--- src/hw/rtl/charge_port_current_monitor_top_defines.svh ---
// Assertion macros shared by the charge port current monitor RTL.
// Each macro expands to one labeled concurrent assertion, clocked on the
// rising edge and disabled while the active-low reset is asserted.
`ifndef CHARGE_PORT_CURRENT_MONITOR_TOP_DEFINES_SVH
`define CHARGE_PORT_CURRENT_MONITOR_TOP_DEFINES_SVH

// Consequent must hold in the same cycle as the antecedent.
`define CPCM_ASSERT_NOW(lbl, clk, rst_n, ante, cons, msg) \
    lbl: assert property (@(posedge clk) disable iff (!(rst_n)) \
        (ante) |-> (cons)) else $error(msg);

// Consequent must hold in the cycle after the antecedent.
`define CPCM_ASSERT_NEXT(lbl, clk, rst_n, ante, cons, msg) \
    lbl: assert property (@(posedge clk) disable iff (!(rst_n)) \
        (ante) |=> (cons)) else $error(msg);

`endif

--- src/hw/rtl/cpcm_pkg.sv ---
`default_nettype none

package cpcm_pkg;

    // Number of monitored ports; status bit fields report ports 0..2 only.
    localparam int unsigned NUM_PORTS = 3;
    localparam int unsigned STAT_BITS = 3;

    // Field widths.
    localparam int unsigned FUNC_W  = 3;
    localparam int unsigned PORT_W  = 2;
    localparam int unsigned ADC_W   = 12;
    localparam int unsigned MA_W    = 12;
    localparam int unsigned CNT_W   = 16;
    localparam int unsigned QUO_W   = 21;
    localparam int unsigned BLINK_W = 8;
    localparam int unsigned CFG_W   = 16;
    localparam int unsigned CFG_IW  = 2;

    // Current scaling: mA = 13 * raw / 16.
    localparam int unsigned MA_MUL   = 13;
    localparam int unsigned MA_SHIFT = 4;
    localparam int unsigned MA_PW    = ADC_W + MA_SHIFT;

    // Blink count: mA / 100 = floor(13 * raw / 1600), taken as a reciprocal
    // product that is exact over the whole 12-bit raw range.
    localparam int unsigned DIV_SHIFT = 24;
    localparam int unsigned DIV_MULW  = 18;
    localparam int unsigned DIV_MUL   = 136315;
    localparam int unsigned DIV_PW    = ADC_W + DIV_MULW;
    localparam int unsigned DIV_W     = DIV_PW - DIV_SHIFT;

    // Charge is kept as quotient and remainder of a 32-bit wrapping
    // accumulator divided by 3600.
    localparam int unsigned   CHG_DIV_I = 3600;
    localparam longint unsigned ACC_MOD = 64'd1 << 32;
    localparam logic [MA_W:0]    CHG_DIV  = (MA_W + 1)'(CHG_DIV_I);
    localparam logic [QUO_W-1:0] CHG_QMAX = QUO_W'(ACC_MOD / CHG_DIV_I);
    localparam logic [MA_W:0]    CHG_WRAP = (MA_W + 1)'(ACC_MOD % CHG_DIV_I);

    // Blink pause length in blink ticks.
    localparam logic [BLINK_W-1:0] PAUSE_TICKS = BLINK_W'(2);

    // Configuration register reset values.
    localparam logic [MA_W-1:0]  CUT_MA_RST    = MA_W'(100);
    localparam logic [CNT_W-1:0] CUT_TICKS_RST = CNT_W'(230);

    typedef enum logic [FUNC_W-1:0] {
        FUNC_SAMPLE = 3'd0,
        FUNC_SECOND = 3'd1,
        FUNC_BLINK  = 3'd2,
        FUNC_PRESS  = 3'd3,
        FUNC_TOGGLE = 3'd4
    } t_func;

    typedef enum logic [CFG_IW-1:0] {
        CFG_CUT_MA    = 2'd0,
        CFG_CUT_TICKS = 2'd1
    } t_cfg_reg;

    // Event broadcast from the top level to every port lane.
    typedef struct packed {
        logic              step;
        t_func             func;
        logic [MA_W-1:0]   ma;
        logic [DIV_W-1:0]  div;
        logic [MA_W-1:0]   cut_ma;
        logic [CNT_W-1:0]  cut_ticks;
    } t_lane_evt;

    // Post-event status of one lane.
    typedef struct packed {
        logic              out_on;
        logic              led_on;
        logic              auto_on;
        logic [MA_W-1:0]   current;
        logic [QUO_W-1:0]  charge;
    } t_lane_stat;

endpackage

`default_nettype wire

--- src/hw/rtl/cpcm_port_lane.sv ---
`default_nettype none
`include "charge_port_current_monitor_top_defines.svh"

module cpcm_port_lane (
    input  wire logic                  i_clk,
    input  wire logic                  i_rst_n,
    input  wire cpcm_pkg::t_lane_evt   i_evt,
    input  wire logic                  i_sel,
    output cpcm_pkg::t_lane_stat       o_stat
);

    logic [cpcm_pkg::MA_W-1:0]    r_cur,    n_cur;
    logic [cpcm_pkg::DIV_W-1:0]   r_div,    n_div;
    logic [cpcm_pkg::CNT_W-1:0]   r_below,  n_below;
    logic                         r_auto,   n_auto;
    logic                         r_out_on, n_out_on;
    logic                         r_led,    n_led;
    logic [cpcm_pkg::QUO_W-1:0]   r_quo,    n_quo;
    logic [cpcm_pkg::MA_W-1:0]    r_rem,    n_rem;
    logic [cpcm_pkg::BLINK_W-1:0] r_phase,  n_phase;
    logic [cpcm_pkg::BLINK_W-1:0] r_pause,  n_pause;

    logic [cpcm_pkg::MA_W:0]      sum;
    logic [cpcm_pkg::MA_W:0]      rem_c;
    logic [cpcm_pkg::QUO_W-1:0]   quo_c;
    logic [cpcm_pkg::BLINK_W-1:0] phase_inc;
    logic [cpcm_pkg::BLINK_W-1:0] pause_inc;
    logic [cpcm_pkg::CNT_W-1:0]   below_inc;

    // Charge step: remainder plus current stays below twice the divisor, so
    // one compare-subtract normalizes it; the 32-bit wrap is a second one.
    always_comb begin
        sum = {1'b0, r_rem} + {1'b0, r_cur};
        if (sum >= cpcm_pkg::CHG_DIV) begin
            rem_c = sum - cpcm_pkg::CHG_DIV;
            quo_c = r_quo + cpcm_pkg::QUO_W'(1);
        end else begin
            rem_c = sum;
            quo_c = r_quo;
        end
    end

    assign phase_inc = r_phase + cpcm_pkg::BLINK_W'(1);
    assign pause_inc = r_pause + cpcm_pkg::BLINK_W'(1);
    assign below_inc = (r_below == '1) ? r_below : r_below + cpcm_pkg::CNT_W'(1);

    always_comb begin
        n_cur    = r_cur;
        n_div    = r_div;
        n_below  = r_below;
        n_auto   = r_auto;
        n_out_on = r_out_on;
        n_led    = r_led;
        n_quo    = r_quo;
        n_rem    = r_rem;
        n_phase  = r_phase;
        n_pause  = r_pause;
        if (i_evt.step) begin
            case (i_evt.func)
                cpcm_pkg::FUNC_SAMPLE: begin
                    if (i_sel) begin
                        n_cur = i_evt.ma;
                        n_div = i_evt.div;
                        if (r_auto) begin
                            if (i_evt.ma < i_evt.cut_ma) begin
                                n_below = below_inc;
                                if (below_inc >= i_evt.cut_ticks) begin
                                    n_out_on = 1'b0;
                                end
                            end else begin
                                n_below = '0;
                            end
                        end
                    end
                end
                cpcm_pkg::FUNC_SECOND: begin
                    if (r_quo == cpcm_pkg::CHG_QMAX) begin
                        if (sum >= cpcm_pkg::CHG_WRAP) begin
                            n_quo = '0;
                            n_rem = cpcm_pkg::MA_W'(sum - cpcm_pkg::CHG_WRAP);
                        end else begin
                            n_rem = cpcm_pkg::MA_W'(sum);
                        end
                    end else if (quo_c == cpcm_pkg::CHG_QMAX &&
                                 rem_c >= cpcm_pkg::CHG_WRAP) begin
                        n_quo = '0;
                        n_rem = cpcm_pkg::MA_W'(rem_c - cpcm_pkg::CHG_WRAP);
                    end else begin
                        n_quo = quo_c;
                        n_rem = cpcm_pkg::MA_W'(rem_c);
                    end
                end
                cpcm_pkg::FUNC_BLINK: begin
                    n_phase = phase_inc;
                    if (phase_inc[0]) begin
                        n_led = 1'b0;
                    end else if (phase_inc[cpcm_pkg::BLINK_W-1:1] <=
                                 (cpcm_pkg::BLINK_W-1)'(r_div)) begin
                        n_led   = 1'b1;
                        n_pause = '0;
                    end else begin
                        n_pause = pause_inc;
                        n_led   = 1'b0;
                        if (pause_inc >= cpcm_pkg::PAUSE_TICKS) begin
                            n_phase = '0;
                        end
                    end
                end
                cpcm_pkg::FUNC_PRESS: begin
                    if (i_sel) begin
                        n_out_on = 1'b1;
                        n_led    = 1'b1;
                        n_below  = '0;
                    end
                end
                cpcm_pkg::FUNC_TOGGLE: begin
                    if (i_sel) begin
                        n_auto = !r_auto;
                    end
                end
                default: begin
                end
            endcase
        end
    end

    always_ff @(posedge i_clk) begin
        if (!i_rst_n) begin
            r_cur    <= '0;
            r_div    <= '0;
            r_below  <= '0;
            r_auto   <= 1'b1;
            r_out_on <= 1'b1;
            r_led    <= 1'b1;
            r_quo    <= '0;
            r_rem    <= '0;
            r_phase  <= '0;
            r_pause  <= '0;
        end else begin
            r_cur    <= n_cur;
            r_div    <= n_div;
            r_below  <= n_below;
            r_auto   <= n_auto;
            r_out_on <= n_out_on;
            r_led    <= n_led;
            r_quo    <= n_quo;
            r_rem    <= n_rem;
            r_phase  <= n_phase;
            r_pause  <= n_pause;
        end
    end

    // Status reflects the state after the current event.
    assign o_stat.out_on  = n_out_on;
    assign o_stat.led_on  = n_led;
    assign o_stat.auto_on = n_auto;
    assign o_stat.current = n_cur;
    assign o_stat.charge  = n_quo;

    `CPCM_ASSERT_NOW(a_rem_range, i_clk, i_rst_n, 1'b1,
        ({1'b0, r_rem} < cpcm_pkg::CHG_DIV) &&
        (r_quo != cpcm_pkg::CHG_QMAX || {1'b0, r_rem} < cpcm_pkg::CHG_WRAP),
        "charge remainder out of range")
    `CPCM_ASSERT_NEXT(a_press_restores, i_clk, i_rst_n,
        i_evt.step && i_sel && i_evt.func == cpcm_pkg::FUNC_PRESS,
        r_out_on && r_led && r_below == '0,
        "press did not restore port")
    `CPCM_ASSERT_NEXT(a_idle_holds, i_clk, i_rst_n, !i_evt.step,
        $stable(r_below) && $stable(r_quo) && $stable(r_rem) && $stable(r_phase),
        "lane state changed without an event")

endmodule

`default_nettype wire

--- src/hw/rtl/charge_port_current_monitor_top.sv ---
// Charge port current monitor for three charging ports.
// Events enter on the s_axis stream: tuser carries the event kind and the
// port, tdata the raw 12-bit converter reading used by sample events. Each
// accepted beat produces exactly one status beat on m_axis, carrying the
// output-enable, LED and auto-mode bits of all ports plus the current and
// charge (mAh) of the selected port, all taken after the event is applied.
// Thresholds are set through the write port (index 0 cut current in mA,
// index 1 cut tick count); write them only while no event is in flight.
// The status beat is registered: the accepting edge loads the input
// register, and the per-port lane update then runs into the output register
// once that register is free or being emptied. All ports update in parallel,
// so one beat is taken every cycle while the receiver keeps up, set by the
// single lane update per event.
// When the receiver stalls, the status beat holds in the output register
// while one more event waits in the input register; s_axis_tready drops
// only once both are full. Reset (synchronous, active low) empties both
// stages, restores the threshold defaults and puts every port in its power
// up state: output on, LED lit, auto cut on, counters and charge cleared.
`default_nettype none
`include "charge_port_current_monitor_top_defines.svh"

module charge_port_current_monitor_top (
    input  wire logic        i_clk,
    input  wire logic        i_rst_n,
    input  wire logic        s_axis_tvalid,
    output logic             s_axis_tready,
    input  wire logic [15:0] s_axis_tdata,   // [11:0] adc_sample
    input  wire logic [4:0]  s_axis_tuser,   // [2:0] func, [4:3] port
    output logic             m_axis_tvalid,
    input  wire logic        m_axis_tready,
    // [2:0] out_enables, [5:3] led_states, [8:6] auto_modes,
    // [20:9] current_ma, [41:21] charge_mah
    output logic [47:0]      m_axis_tdata,
    input  wire logic        i_cfg_we,
    input  wire logic [cpcm_pkg::CFG_IW-1:0] i_cfg_idx,
    input  wire logic [cpcm_pkg::CFG_W-1:0]  i_cfg_wdata
);

    // Configuration registers.
    logic [cpcm_pkg::MA_W-1:0]  r_cut_ma;
    logic [cpcm_pkg::CNT_W-1:0] r_cut_ticks;

    // Input stage.
    logic                          r_in_valid;
    cpcm_pkg::t_func               r_func;
    logic [cpcm_pkg::PORT_W-1:0]   r_port;
    logic [cpcm_pkg::ADC_W-1:0]    r_adc;

    // Output stage.
    logic                          r_out_valid;
    logic [cpcm_pkg::STAT_BITS-1:0] r_en, n_en;
    logic [cpcm_pkg::STAT_BITS-1:0] r_led, n_led;
    logic [cpcm_pkg::STAT_BITS-1:0] r_am, n_am;
    logic [cpcm_pkg::MA_W-1:0]      r_cur, n_cur;
    logic [cpcm_pkg::QUO_W-1:0]     r_chg, n_chg;

    logic                          adv;
    logic [cpcm_pkg::MA_PW-1:0]    ma_prod;
    logic [cpcm_pkg::DIV_PW-1:0]   div_prod;
    cpcm_pkg::t_lane_evt           evt;
    cpcm_pkg::t_lane_stat          stat [cpcm_pkg::NUM_PORTS];
    logic [cpcm_pkg::NUM_PORTS-1:0] sel;

    // The event in the input register completes when the output register
    // is free or being emptied this cycle.
    assign adv           = r_in_valid && (!r_out_valid || m_axis_tready);
    assign s_axis_tready = !r_in_valid || adv;

    always_ff @(posedge i_clk) begin
        if (!i_rst_n) begin
            r_cut_ma    <= cpcm_pkg::CUT_MA_RST;
            r_cut_ticks <= cpcm_pkg::CUT_TICKS_RST;
        end else if (i_cfg_we) begin
            case (cpcm_pkg::t_cfg_reg'(i_cfg_idx))
                cpcm_pkg::CFG_CUT_MA:    r_cut_ma    <= i_cfg_wdata[cpcm_pkg::MA_W-1:0];
                cpcm_pkg::CFG_CUT_TICKS: r_cut_ticks <= i_cfg_wdata[cpcm_pkg::CNT_W-1:0];
                default: begin
                end
            endcase
        end
    end

    always_ff @(posedge i_clk) begin
        if (!i_rst_n) begin
            r_in_valid <= 1'b0;
        end else if (s_axis_tready) begin
            r_in_valid <= s_axis_tvalid;
        end
    end

    always_ff @(posedge i_clk) begin
        if (s_axis_tvalid && s_axis_tready) begin
            r_func <= cpcm_pkg::t_func'(s_axis_tuser[cpcm_pkg::FUNC_W-1:0]);
            r_port <= s_axis_tuser[cpcm_pkg::FUNC_W +: cpcm_pkg::PORT_W];
            r_adc  <= s_axis_tdata[cpcm_pkg::ADC_W-1:0];
        end
    end

    // Scaling: one constant product each for mA and for the blink count.
    assign ma_prod  = cpcm_pkg::MA_PW'(r_adc) * cpcm_pkg::MA_PW'(cpcm_pkg::MA_MUL);
    assign div_prod = cpcm_pkg::DIV_PW'(r_adc) * cpcm_pkg::DIV_PW'(cpcm_pkg::DIV_MUL);

    assign evt.step      = adv;
    assign evt.func      = r_func;
    assign evt.ma        = ma_prod[cpcm_pkg::MA_PW-1:cpcm_pkg::MA_SHIFT];
    assign evt.div       = div_prod[cpcm_pkg::DIV_PW-1:cpcm_pkg::DIV_SHIFT];
    assign evt.cut_ma    = r_cut_ma;
    assign evt.cut_ticks = r_cut_ticks;

    for (genvar g = 0; g < cpcm_pkg::NUM_PORTS; g++) begin : g_lane
        assign sel[g] = ({1'b0, r_port} == (cpcm_pkg::PORT_W + 1)'(g));

        cpcm_port_lane u_lane (
            .i_clk   (i_clk),
            .i_rst_n (i_rst_n),
            .i_evt   (evt),
            .i_sel   (sel[g]),
            .o_stat  (stat[g])
        );
    end

    // Gather status; a port index outside the lanes reports zero current and charge.
    always_comb begin
        n_en  = '0;
        n_led = '0;
        n_am  = '0;
        n_cur = '0;
        n_chg = '0;
        for (int i = 0; i < cpcm_pkg::NUM_PORTS; i++) begin
            if (i < cpcm_pkg::STAT_BITS) begin
                n_en[i]  = stat[i].out_on;
                n_led[i] = stat[i].led_on;
                n_am[i]  = stat[i].auto_on;
            end
            if (sel[i]) begin
                n_cur = stat[i].current;
                n_chg = stat[i].charge;
            end
        end
    end

    always_ff @(posedge i_clk) begin
        if (!i_rst_n) begin
            r_out_valid <= 1'b0;
        end else if (adv) begin
            r_out_valid <= 1'b1;
        end else if (m_axis_tready) begin
            r_out_valid <= 1'b0;
        end
    end

    always_ff @(posedge i_clk) begin
        if (adv) begin
            r_en  <= n_en;
            r_led <= n_led;
            r_am  <= n_am;
            r_cur <= n_cur;
            r_chg <= n_chg;
        end
    end

    assign m_axis_tvalid = r_out_valid;
    assign m_axis_tdata  = {6'd0, r_chg, r_cur, r_am, r_led, r_en};

    `CPCM_ASSERT_NEXT(a_step_fills_out, i_clk, i_rst_n, adv, r_out_valid,
        "completed event produced no status beat")
    `CPCM_ASSERT_NEXT(a_in_holds, i_clk, i_rst_n, r_in_valid && !adv,
        r_in_valid && $stable(r_adc) && $stable(r_port),
        "pending event lost from input register")

endmodule

`default_nettype wire
--- config.mk ---
export PLATFORM = sky130hd
export DESIGN_NAME = charge_port_current_monitor_top
export DESIGN_NICKNAME = d
export VERILOG_FILES = /design/src/hw/rtl/cpcm_pkg.sv /design/src/hw/rtl/cpcm_port_lane.sv /design/src/hw/rtl/charge_port_current_monitor_top.sv
export VERILOG_INCLUDE_DIRS = /design/src /design/src/hw/rtl
export SDC_FILE = /design/constraint.sdc
export NUM_CORES = 1
export LEC_CHECK = 0
export BUFFER_PORTS_ARGS = -buffer_cell sky130_fd_sc_hd__buf_4
export CAP_MARGIN = 20
export CORE_MARGIN = 4
export CORE_UTILIZATION = 65
export CTS_CLUSTER_SIZE = 28
export DETAILED_ROUTE_END_ITERATION = 6
export PLACE_DENSITY = 0.89
export SLEW_MARGIN = 10
export SYNTH_ARGS = -nofsm -noshare
export SYNTH_HDL_FRONTEND = slang
export SYNTH_HIERARCHICAL = 1
export SYNTH_SLANG_ARGS = --single-unit
--- constraint.sdc ---
create_clock -name i_clk -period 9.6 [get_ports i_clk]
set_input_delay 0 -clock i_clk [delete_from_list [all_inputs] [get_ports i_clk]]
set_output_delay 0 -clock i_clk [all_outputs]
set_load 0.02 [all_outputs]
After elaboration in Yosys (flattened, before gate mapping)
Cells that the tools add are included.
{"block": "word_totals", "out_inout_bits": 50, "in_bits": 44, "register_bits": 347}
{"block": "op_classes", "mul": 2, "eq_ne": 25, "n_mux": 122, "reduce_logical": 30, "magnitude_cmp": 19, "addsub": 24, "bitwise": 3}
{"operator": "21-bit two-way mux", "count": 21}
{"operator": "12-bit two-way mux", "count": 21}
{"operator": "16-bit two-way mux", "count": 15}
{"operator": "21-bit == test, second input constant", "count": 6}
{"operator": "8-bit two-way mux", "count": 12}
{"operator": "16-bit case mux with 2 select lines", "count": 3}
{"operator": "13-bit by 11-bit greater-or-equal comparator with 1-bit output, second input constant", "count": 6}
{"operator": "12-bit by 11-bit subtractor with 12-bit output, second input constant", "count": 6}
{"operator": "21-bit by 1-bit adder with 21-bit output, second input constant", "count": 3}
{"operator": "16-bit by 1-bit adder with 16-bit output, second input constant", "count": 3}
{"operator": "8-bit by 1-bit adder with 8-bit output, second input constant", "count": 6}
{"operator": "16-bit == test, second input constant", "count": 3}
{"operator": "16-bit greater-or-equal comparator", "count": 3}
{"operator": "1-bit two-way mux", "count": 41}
{"operator": "12-bit by 12-bit adder with 13-bit output", "count": 3}
{"operator": "13-bit by 12-bit greater-or-equal comparator with 1-bit output, second input constant", "count": 3}
{"operator": "13-bit two-way mux", "count": 3}
{"operator": "13-bit by 12-bit subtractor with 13-bit output, second input constant", "count": 3}
{"operator": "12-bit by 18-bit multiplier with 30-bit output, second input constant", "count": 1}
{"operator": "8-bit by 2-bit greater-or-equal comparator with 1-bit output, second input constant", "count": 3}
{"operator": "7-bit by 6-bit less-or-equal comparator with 1-bit output", "count": 3}
{"operator": "2-bit by 1-bit != test with 1-bit output, second input constant", "count": 9}
{"operator": "3-bit AND reduction", "count": 6}
{"operator": "12-bit by 4-bit multiplier with 16-bit output, second input constant", "count": 1}
{"operator": "16 further kinds", "count": 41}

Depth between registers and ports, before layout
Gate-level depths: netlist (run 1).
{"block": "logic_depth", "depth_word": 12, "mapped_depth": 27}

Modules after synthesis
Netlist (run 1), hierarchy kept.
{"mod": "cpcm_port_lane at g_lane[1].u_lane", "area_each_um2": 7428.4, "instances": 1, "seq_area_each_um2": 1721.7, "cells_per_inst": 1022}
{"mod": "charge_port_current_monitor_top", "area_each_um2": 7363.3, "instances": 1, "seq_area_each_um2": 2372.3, "cells_per_inst": 736}
{"mod": "cpcm_port_lane at g_lane[0].u_lane", "area_each_um2": 7260.7, "instances": 1, "seq_area_each_um2": 1721.7, "cells_per_inst": 999}
{"mod": "cpcm_port_lane at g_lane[2].u_lane", "area_each_um2": 7175.6, "instances": 1, "seq_area_each_um2": 1721.7, "cells_per_inst": 946}

Worst setup path after synthesis (run 1)
OpenSTA, ideal clock, no wires.
{"block": "synth_timing", "path_type": "register to register", "startpoint": "reg g_lane[0].u_lane/r_cur[0] in the netlist's numbering", "endpoint": "reg r_chg[1] in the netlist's numbering (data pin)", "arrival_ps": 5325, "setup_time_ps": 265, "t_required_ps": 9335, "path_buffers": 6, "path_slack_ps": 4011, "period_less_slack_ps": 5589, "path_stages_with_launch": 28, "path_cell_list": "dfxtp_1 > ha_1 > fa_1 > a211oi_2 > o21ai_2 > xnor2_2 > ha_1 > and3_1 > buf_4 > nand3_2 > a31o_4 > buf_6 > clkbuf_1 > a21oi_1 > nor2_1 > ha_1 > o22ai_1 > a21boi_0 > o22ai_1 > and3b_1 > clkbuf_1 > or4b_4 > buf_6 > buf_2 > nand4_1 > nand3_1 > mux2i_1 > o21ai_0"}
{"element": "from (decl)", "line": "cpcm_port_lane.sv:12", "rtl": "logic [cpcm_pkg::MA_W-1:0] r_cur, n_cur;"}
{"element": "from (signal assigned)", "line": "cpcm_port_lane.sv:140", "rtl": "r_cur <= n_cur;"}
{"element": "to (signal assigned)", "line": "charge_port_current_monitor_top.sv:158", "rtl": "r_chg <= n_chg;"}
{"element": "to (decl)", "line": "charge_port_current_monitor_top.sv:55", "rtl": "logic [cpcm_pkg::QUO_W-1:0] r_chg, n_chg;"}

==> key figures, run 1 <==
Floorplanning
  • I/O pin count: 94
  • Die height: 220.1 µm
  • Starting Density: 0.6595
  • DIE AREA: 48,420 µm²
  • Rows: 77
  • Die width: 220.1 µm
  • Core Region: 44,320 µm²

Final layout
  • # diodes: 0
  • Most frequent cells in the layout: 536 x nand2_1, 304 x inv_1, 288 x dfxtp_1, 276 x ha_1, 250 x nor2_1
  • Design Area, Final: 31,870 µm²
  • P&R area growth vs syn: 9.024%
  • NumNets Final: 4,111
  • Commonest non-fill, non-tap cell in the layout: nand2_1
  • Share of layout cells above drive strength 1: 0.08242
  • Fin cells: 4,353

Setup path
  • Crit Path Category: flip-flop to flip-flop
  • Max FO, Critical Path: 33
  • RR Startpoint: g_lane[1].u_lane/r_cur[0]
  • Startpoint Class: flip-flop
  • Arrival time worst endpoint: 6.84 ns
  • Crit. Startpoint: g_lane[1].u_lane/r_cur[0]
  • CP dominant cell by count: ha_1
  • CP Cell Sequence: ha_1 > fa_1 > a21oi_1 > o2111ai_1 > xnor2_1 > ha_1 > nor2b_1 > and3_1 > o21ai_2 > and3_1 > nor2_1 > ha_1 > o311ai_1 > a311oi_2 > nor4_4 > buf_4 > nor2_4 > a31oi_1 > a31oi_1 > mux2i_1 > o21ai_0
  • WP buf/inv: 1
  • Critical path's top delay family: compound AO/OA/AOI/OAI gates
  • Worst path max stage delay: 0.70 ns
  • CP required: 10.02 ns
  • CP Capture Type: flip-flop
  • Crit-path slowest cell: xnor2_1

Clocking
  • CTS Root Cell: clkbuf_16
  • Clock Sink Count: 347
  • Clock Path Buffers: 3
  • Clock transition at the registers of the reported paths: 0.06 ns
  • CTS tree: done
  • Post-CTS sizing: 0
  • Htree depth: 2
  • Cts bufs inserted: 40
  • Setup Buffers After CTS: 0
  • Worst skew pair latency: 0.59 ns

Timing
  • Fin. max-slew vios: 0
  • Worst clock skew: 0.03328 ns
  • Rel. slew slack: 0.2730
  • TNS Setup: 0 ns
  • Unrepaired setup endpoints after global routing: no
  • Final WS setup: 3.176 ns
  • Slew at the pin closest to its max-slew limit: 1.086 ns
  • Final hold violations: 0
  • Min Clock Period, post-route: 6.424 ns
  • Part of the cycle the worst path needs: 0.6691
  • Max Fclk: 0.1557 GHz
  • Final setup vio count: 0

Drt
  • Initial drt markers: 3,079
  • Post-route DRC: 15
  • Vias: 27,815
  • Routed vias/inst: 6.390
  • First drt pass iteration count: 7
  • Drt total wl: 81,240 µm
  • Final ANT Viol Nets: 0
  • Routed len/inst: 18.66 µm

Placed design
  • Placed insts: 4,236
  • Place WS: 3.001 ns
  • Dpl cell area: 30,120 µm²
  • Port bufs: 83
  • Placer Congestion: 0.9776
  • HPWL Detailed: 57,710 µm

Synth
  • Largest area contributor in the netlist: dfxtp_1
  • Predominant post-synthesis flop cell: dfxtp_1
  • Synth Cell Area: 29,230 µm²
  • Gate Count Post-Synth: 3,703
  • Register bit total from synthesis: 347
  • Synth Area per Inst: 7.893 µm²
  • FFs w/ async S/R, synth: 0
  • Synth top area share: 0.1973
  • Synth unique cells: 124
  • YS warnings: 6
  • Seq/Total Area, Yosys: 0.2579
  • Number of flops mapped to enable cells by yosys: 59
  • Top cells by area, synth: dfxtp_1 20%, ha_1 12%, nand2_1 6.9%

GRT
  • Largest net degree at the start of global routing: 63
  • Global-route met3 utilization: 0.07212
  • Global route hottest layer: met2
  • Total GRT Usage: 0.3296
  • First-pass GRT wire length: 131,700 µm
  • Initial antenna violation count: 1
  • Vias in the first global route: 26,310
  • Met1 usage: 0.4330
  • Total gr overflow: 0
  • Met2 Use GR: 0.5302

Hold path
  • Hold path start: i_cfg_we
  • Worst hold path type: input port to flip-flop

Power
  • Power per Cell Area: 132.9 nW/µm²
  • P_leak: 13.56 nW
  • Peak VDD IR: 0.1786 mV

Run status
  • Failing checks: DRC
  • Status: finished, violations left

Run
  • Max Cap Viol: 0
-- cell type report --
class / count / area [µm²]
Clock buffer: 56 / 1144
Fill cell: 3349 / 12450
Inverter: 308 / 1156
Sequential cell: 347 / 7537
Tap cell: 592 / 740.7
Multi-Input combinational cell: 2868 / 19790
Clock inverter: 18 / 172.7
Timing Repair Buffer: 164 / 1329
-- worst register-to-register path: stages, from the launching register on --
cell       delay, ns
dfxtp_1         0.31
ha_1            0.23
fa_1            0.43
a21oi_1         0.31
o2111ai_1       0.20
xnor2_1         0.70
ha_1            0.35
nor2b_1         0.34
and3_1          0.33
o21ai_2         0.29
and3_1          0.32
nor2_1          0.13
ha_1            0.19
o311ai_1        0.12
a311oi_2        0.37
nor4_4          0.14
buf_4           0.21
nor2_4          0.58
a31oi_1         0.19
a31oi_1         0.24
mux2i_1         0.10
o21ai_0         0.18
-- registers in the layout, indices dropped and copies added (netlist names), 16 cells and up, named ones only --
register and cells:
g_lane.u_lane/r_quo 63, g_lane.u_lane/r_below 48, g_lane.u_lane/r_cur 36, g_lane.u_lane/r_rem 36, g_lane.u_lane/r_pause 24, g_lane.u_lane/r_phase 21, r_chg 21, g_lane.u_lane/r_div 18
r_cut_ticks 16
-- cells in the mapped netlist (26+ instances only) --
cell      count
fa_1         62
mux2i_1      52
nor2b_1      43
a31oi_1      82
a21boi_0     26
a21oi_1     192
nor2_1      252
edfxtp_1     59
o211ai_1     36
and3_1       56
nand4_1      49
nand3b_1     26
clkbuf_1    139
xor2_1       48
nand2_1     536
inv_1       305
nand3_1     155
a21o_1       71
nor3_1       59
dfxtp_1     288
a211oi_1     31
xnor2_1     105
ha_1        276
o21ai_0     180
a22oi_1      30
and2_1       67
nor4_1       27
nand2b_1     39
-- power by group --
part,total (mW),leakage [nW],internal (mW),switching (mW)
Sequential,1.53,2.85,1.50,0.0263
Clock,1.54,0.630,0.872,0.671
Combinational,1.16,10.1,0.453,0.711
Total,4.23,13.6,2.83,1.41
-- cells by family (layout without fill, tap and decap cells) --
family,count (synthesis),count (layout),synth area share
AOI/OAI and AO/OA,874,874,0.2034
DFF,347,347,0.2579
muxes,65,65,0.02320
buffers and inverters,493,546,0.06781
xor gates and xnor gates,159,159,0.04919
other,1,6,0.0001283
and+or+nand+nor,1426,1426,0.2378
adders and majority gates,338,338,0.1606
-- per-stage QoR --
step                utilization  power [mW]  hold slack [ns]
finish                   0.7190       4.235           0.1212
global route             0.7190       4.456           0.1297
CTS                      0.7185       4.226          0.08780
detailed placement       0.6797       2.670           0.1793
global placement         0.6797       2.621           0.1779
floorplan                     -       2.337          0.09887
-- metal layers --
layer  vias up  part of all wire  routed length, µm
met1     12998              0.40              32700
met2      1422              0.46              37130
met3       271              0.10               8292
met4         2             0.038               3110
met5         -           0.00016                 13
li1      13122                 -                  -
-- final timing paths --
path	end	slack [ns]	cells past startpoint
worst max register to register	r_chg[10]	3.18	21
worst min-delay path	r_cut_ma[6]	0.12	4
worst max-delay path	r_chg[10]	3.18	21
worst min register to register	g_lane[2].u_lane/r_div[3]	0.46	2
-- what timing repair did --
item,in CTS,in global routing
hold buffers,40,0
hold endpoints to repair,52,0
endpoints found under the setup margin,0,0
(Power assumes the default switching activity.)
==> run 2, diff against run 1 <==
Settings changed: CORE_UTILIZATION 65 to 58, PLACE_DENSITY 0.89 to 0.84.
Clock period 9.6 ns to 5.5 ns, I/O delays scaled along.
==> key figures, run 2 (synthesis results as in run 1) <==
Drt
  • Post-route DRC: 0 (-15)
  • First drt pass iteration count: 6 (-1)
  • Initial drt markers: 3,003 (-2.5%)
  • Routed vias/inst: 6.222 (-2.6%)
  • Vias: 28,051 (+0.85%)
  • Final ANT Viol Nets: 0 (unchanged)
  • Routed len/inst: 18.55 µm (-0.62%)
  • Drt total wl: 83,610 µm (+2.9%)

Run status
  • Status: finished clean

Floorplanning
  • Core Region: 49,970 µm² (+13%)
  • Die height: 232.5 µm (+5.7%)
  • I/O pin count: 94 (unchanged)
  • Die width: 232.5 µm (+5.7%)
  • Starting Density: 0.5850 (-0.07455)
  • Rows: 82 (+6.5%)
  • DIE AREA: 54,050 µm² (+12%)

GRT
  • Vias in the first global route: 26,115 (-0.74%)
  • Largest net degree at the start of global routing: 69 (+9.5%)
  • Total gr overflow: 0 (unchanged)
  • Initial antenna violation count: 1 (unchanged)
  • First-pass GRT wire length: 133,600 µm (+1.4%)
  • Total GRT Usage: 0.2978 (-0.03181)

Timing
  • Max Fclk: 0.1872 GHz (+20%)
  • Final WS setup: 0.1593 ns (-3.017 ns)
  • TNS Setup: 0 ns (unchanged)
  • Slew at the pin closest to its max-slew limit: 0.9708 ns (-0.1156 ns)
  • Rel. slew slack: 0.3468 (+0.07378)
  • Final setup vio count: 0 (unchanged)
  • Worst clock skew: 0.03710 ns (+0.003816 ns)
  • Worst hold slack: 0.1332 ns (+0.01201 ns)
  • Part of the cycle the worst path needs: 0.9710 (+0.3019)
  • Fin. max-slew vios: 0 (unchanged)
  • Min Clock Period, post-route: 5.341 ns (-1.083 ns)
  • Unrepaired setup endpoints after global routing: yes
  • Final hold violations: 0 (unchanged)

Placed design
  • Dpl cell area: 30,690 µm² (+1.9%)
  • Placer Congestion: 0.9912 (+1.4%)
  • Port bufs: 83 (unchanged)
  • Place WS: 0.08133 ns (-2.920 ns)
  • HPWL Detailed: 59,640 µm (+3.3%)
  • Placed insts: 4,373 (+3.2%)

Run
  • Max Cap Viol: 0 (unchanged)

Clocking
  • Cts bufs inserted: 42 (+5.0%)
  • CTS tree: done
  • Htree depth: 2 (unchanged)
  • CTS Root Cell: clkbuf_16
  • Clock transition at the registers of the reported paths: 0.06 ns (about the same)
  • Worst skew pair latency: 0.60 ns (about the same)
  • Clock Path Buffers: 3 (unchanged)
  • Clock Sink Count: 347 (unchanged)

Final layout
  • Most frequent cells in the layout: 536 x nand2_1, 303 x inv_1, 288 x dfxtp_1, 275 x ha_1, 248 x nor2_1
  • P&R area growth vs syn: 12.28%
  • NumNets Final: 4,184 (+1.8%)
  • Largest registers: g_lane.u_lane/r_quo (63), g_lane.u_lane/r_below (48)
  • Commonest non-fill, non-tap cell in the layout: nand2_1
  • # fillers: 4,014 (+20%)
  • Layout Utilization: 0.6568 (-0.06224)
  • Fin cells: 4,508 (+3.6%)
  • Max reg flops: 63 (unchanged)
  • Design Area, Final: 32,820 µm² (+3.0%)
  • Top reg by flops: g_lane.u_lane/r_quo
  • Share of layout cells above drive strength 1: 0.1066 (+0.02422)

Setup path
  • CP required: 5.99 ns (-4.03 ns)
  • RR Startpoint: r_adc[1]
  • Crit Path Category: flip-flop to flip-flop
  • RR Endpoint: g_lane[0].u_lane/r_below[9]
  • Reg2Reg Setup Slack: 0.16 ns (-3.02 ns)
  • Startpoint Class: flip-flop
  • Max FO, Critical Path: 17 (-48%)
  • Arrival time worst endpoint: 5.83 ns (-1.01 ns)
  • Worst R2R Path Depth: 22 (+4.8%)
  • CP Capture Type: flip-flop

Power
  • Peak VDD IR: 0.2954 mV (+65%)
  • P_leak: 13.99 nW (+3.2%)
  • Tot Pwr: 7.664 mW (+81%)
  • Power per Cell Area: 233.6 nW/µm² (+76%)

Hold path
  • Hold depth: 4 (unchanged)
  • Worst hold path type: input port to flip-flop
  • Hold path start: i_cfg_we
  • Hold Crit Endpoint: r_cut_ma[5]
[run 2: final cells by class]
type / instances / area (µm²) / share of cell area
antenna: 1 / 2.502 / 0.00007625
clock buffer: 49 / 1127 / 0.03435
clock inverter: 28 / 319.1 / 0.009722
inverter: 308 / 1156 / 0.03523
multi-input combinational: 2870 / 19950 / 0.6081
sequential: 347 / 7537 / 0.2297
tap: 672 / 840.8 / 0.02562
timing repair buffer: 233 / 1879 / 0.05727
[run 2: what timing repair did]
item | CTS | global route
gates resized for setup | 0 | 26
hold buffers | 47 | 0
endpoints found under the setup margin | 0 | 58
endpoints found under the hold margin | 56 | 0
setup buffers | 0 | 8
[run 2: worst max path at each step]
stage | start | end
6_report | r_adc[1] | g_lane[0].u_lane/r_below[9]
5_1_grt | r_adc[7] | g_lane[0].u_lane/r_div[4]
4_1_cts | r_adc[9] | g_lane[0].u_lane/r_div[3]
3_5_place_dp | r_adc[9] | g_lane[0].u_lane/r_div[4]
3_3_place_gp | r_adc[9] | g_lane[2].u_lane/r_div[4]
2_1_floorplan | g_lane[0].u_lane/r_cur[0] | r_chg[1]
[run 2: power by group]
group          switching [mW]  total (mW)  internal (mW)
combinational            1.26        2.12          0.862
sequential             0.0399        2.66           2.62
clock                    1.24        2.89           1.65
total                    2.54        7.66           5.13
[run 2: per-layer routing]
layer,vias up,part of all wire,global-route usage
li1,13272,-,-
met1,13204,0.42,0.4059
met2,1326,0.45,0.4809
met3,249,0.087,0.05056
met4,0,0.037,0.1009
met5,-,0,0
[run 2: worst max-delay path: stages, from the launching register on]
cell,delay (ns)
edfxtp_1,0.53
ha_1,0.41
inv_1,0.07
fa_1,0.54
inv_1,0.09
ha_1,0.30
a31oi_1,0.29
nor2b_1,0.12
o21a_1,0.20
nor2_1,0.20
buf_4,0.21
ha_1,0.24
a21o_1,0.17
a21o_1,0.18
a21o_1,0.17
a21o_1,0.17
a21oi_1,0.15
o21ai_0,0.10
a31o_2,0.28
a311oi_2,0.29
buf_4,0.27
o21ai_0,0.12
a21oi_1,0.16
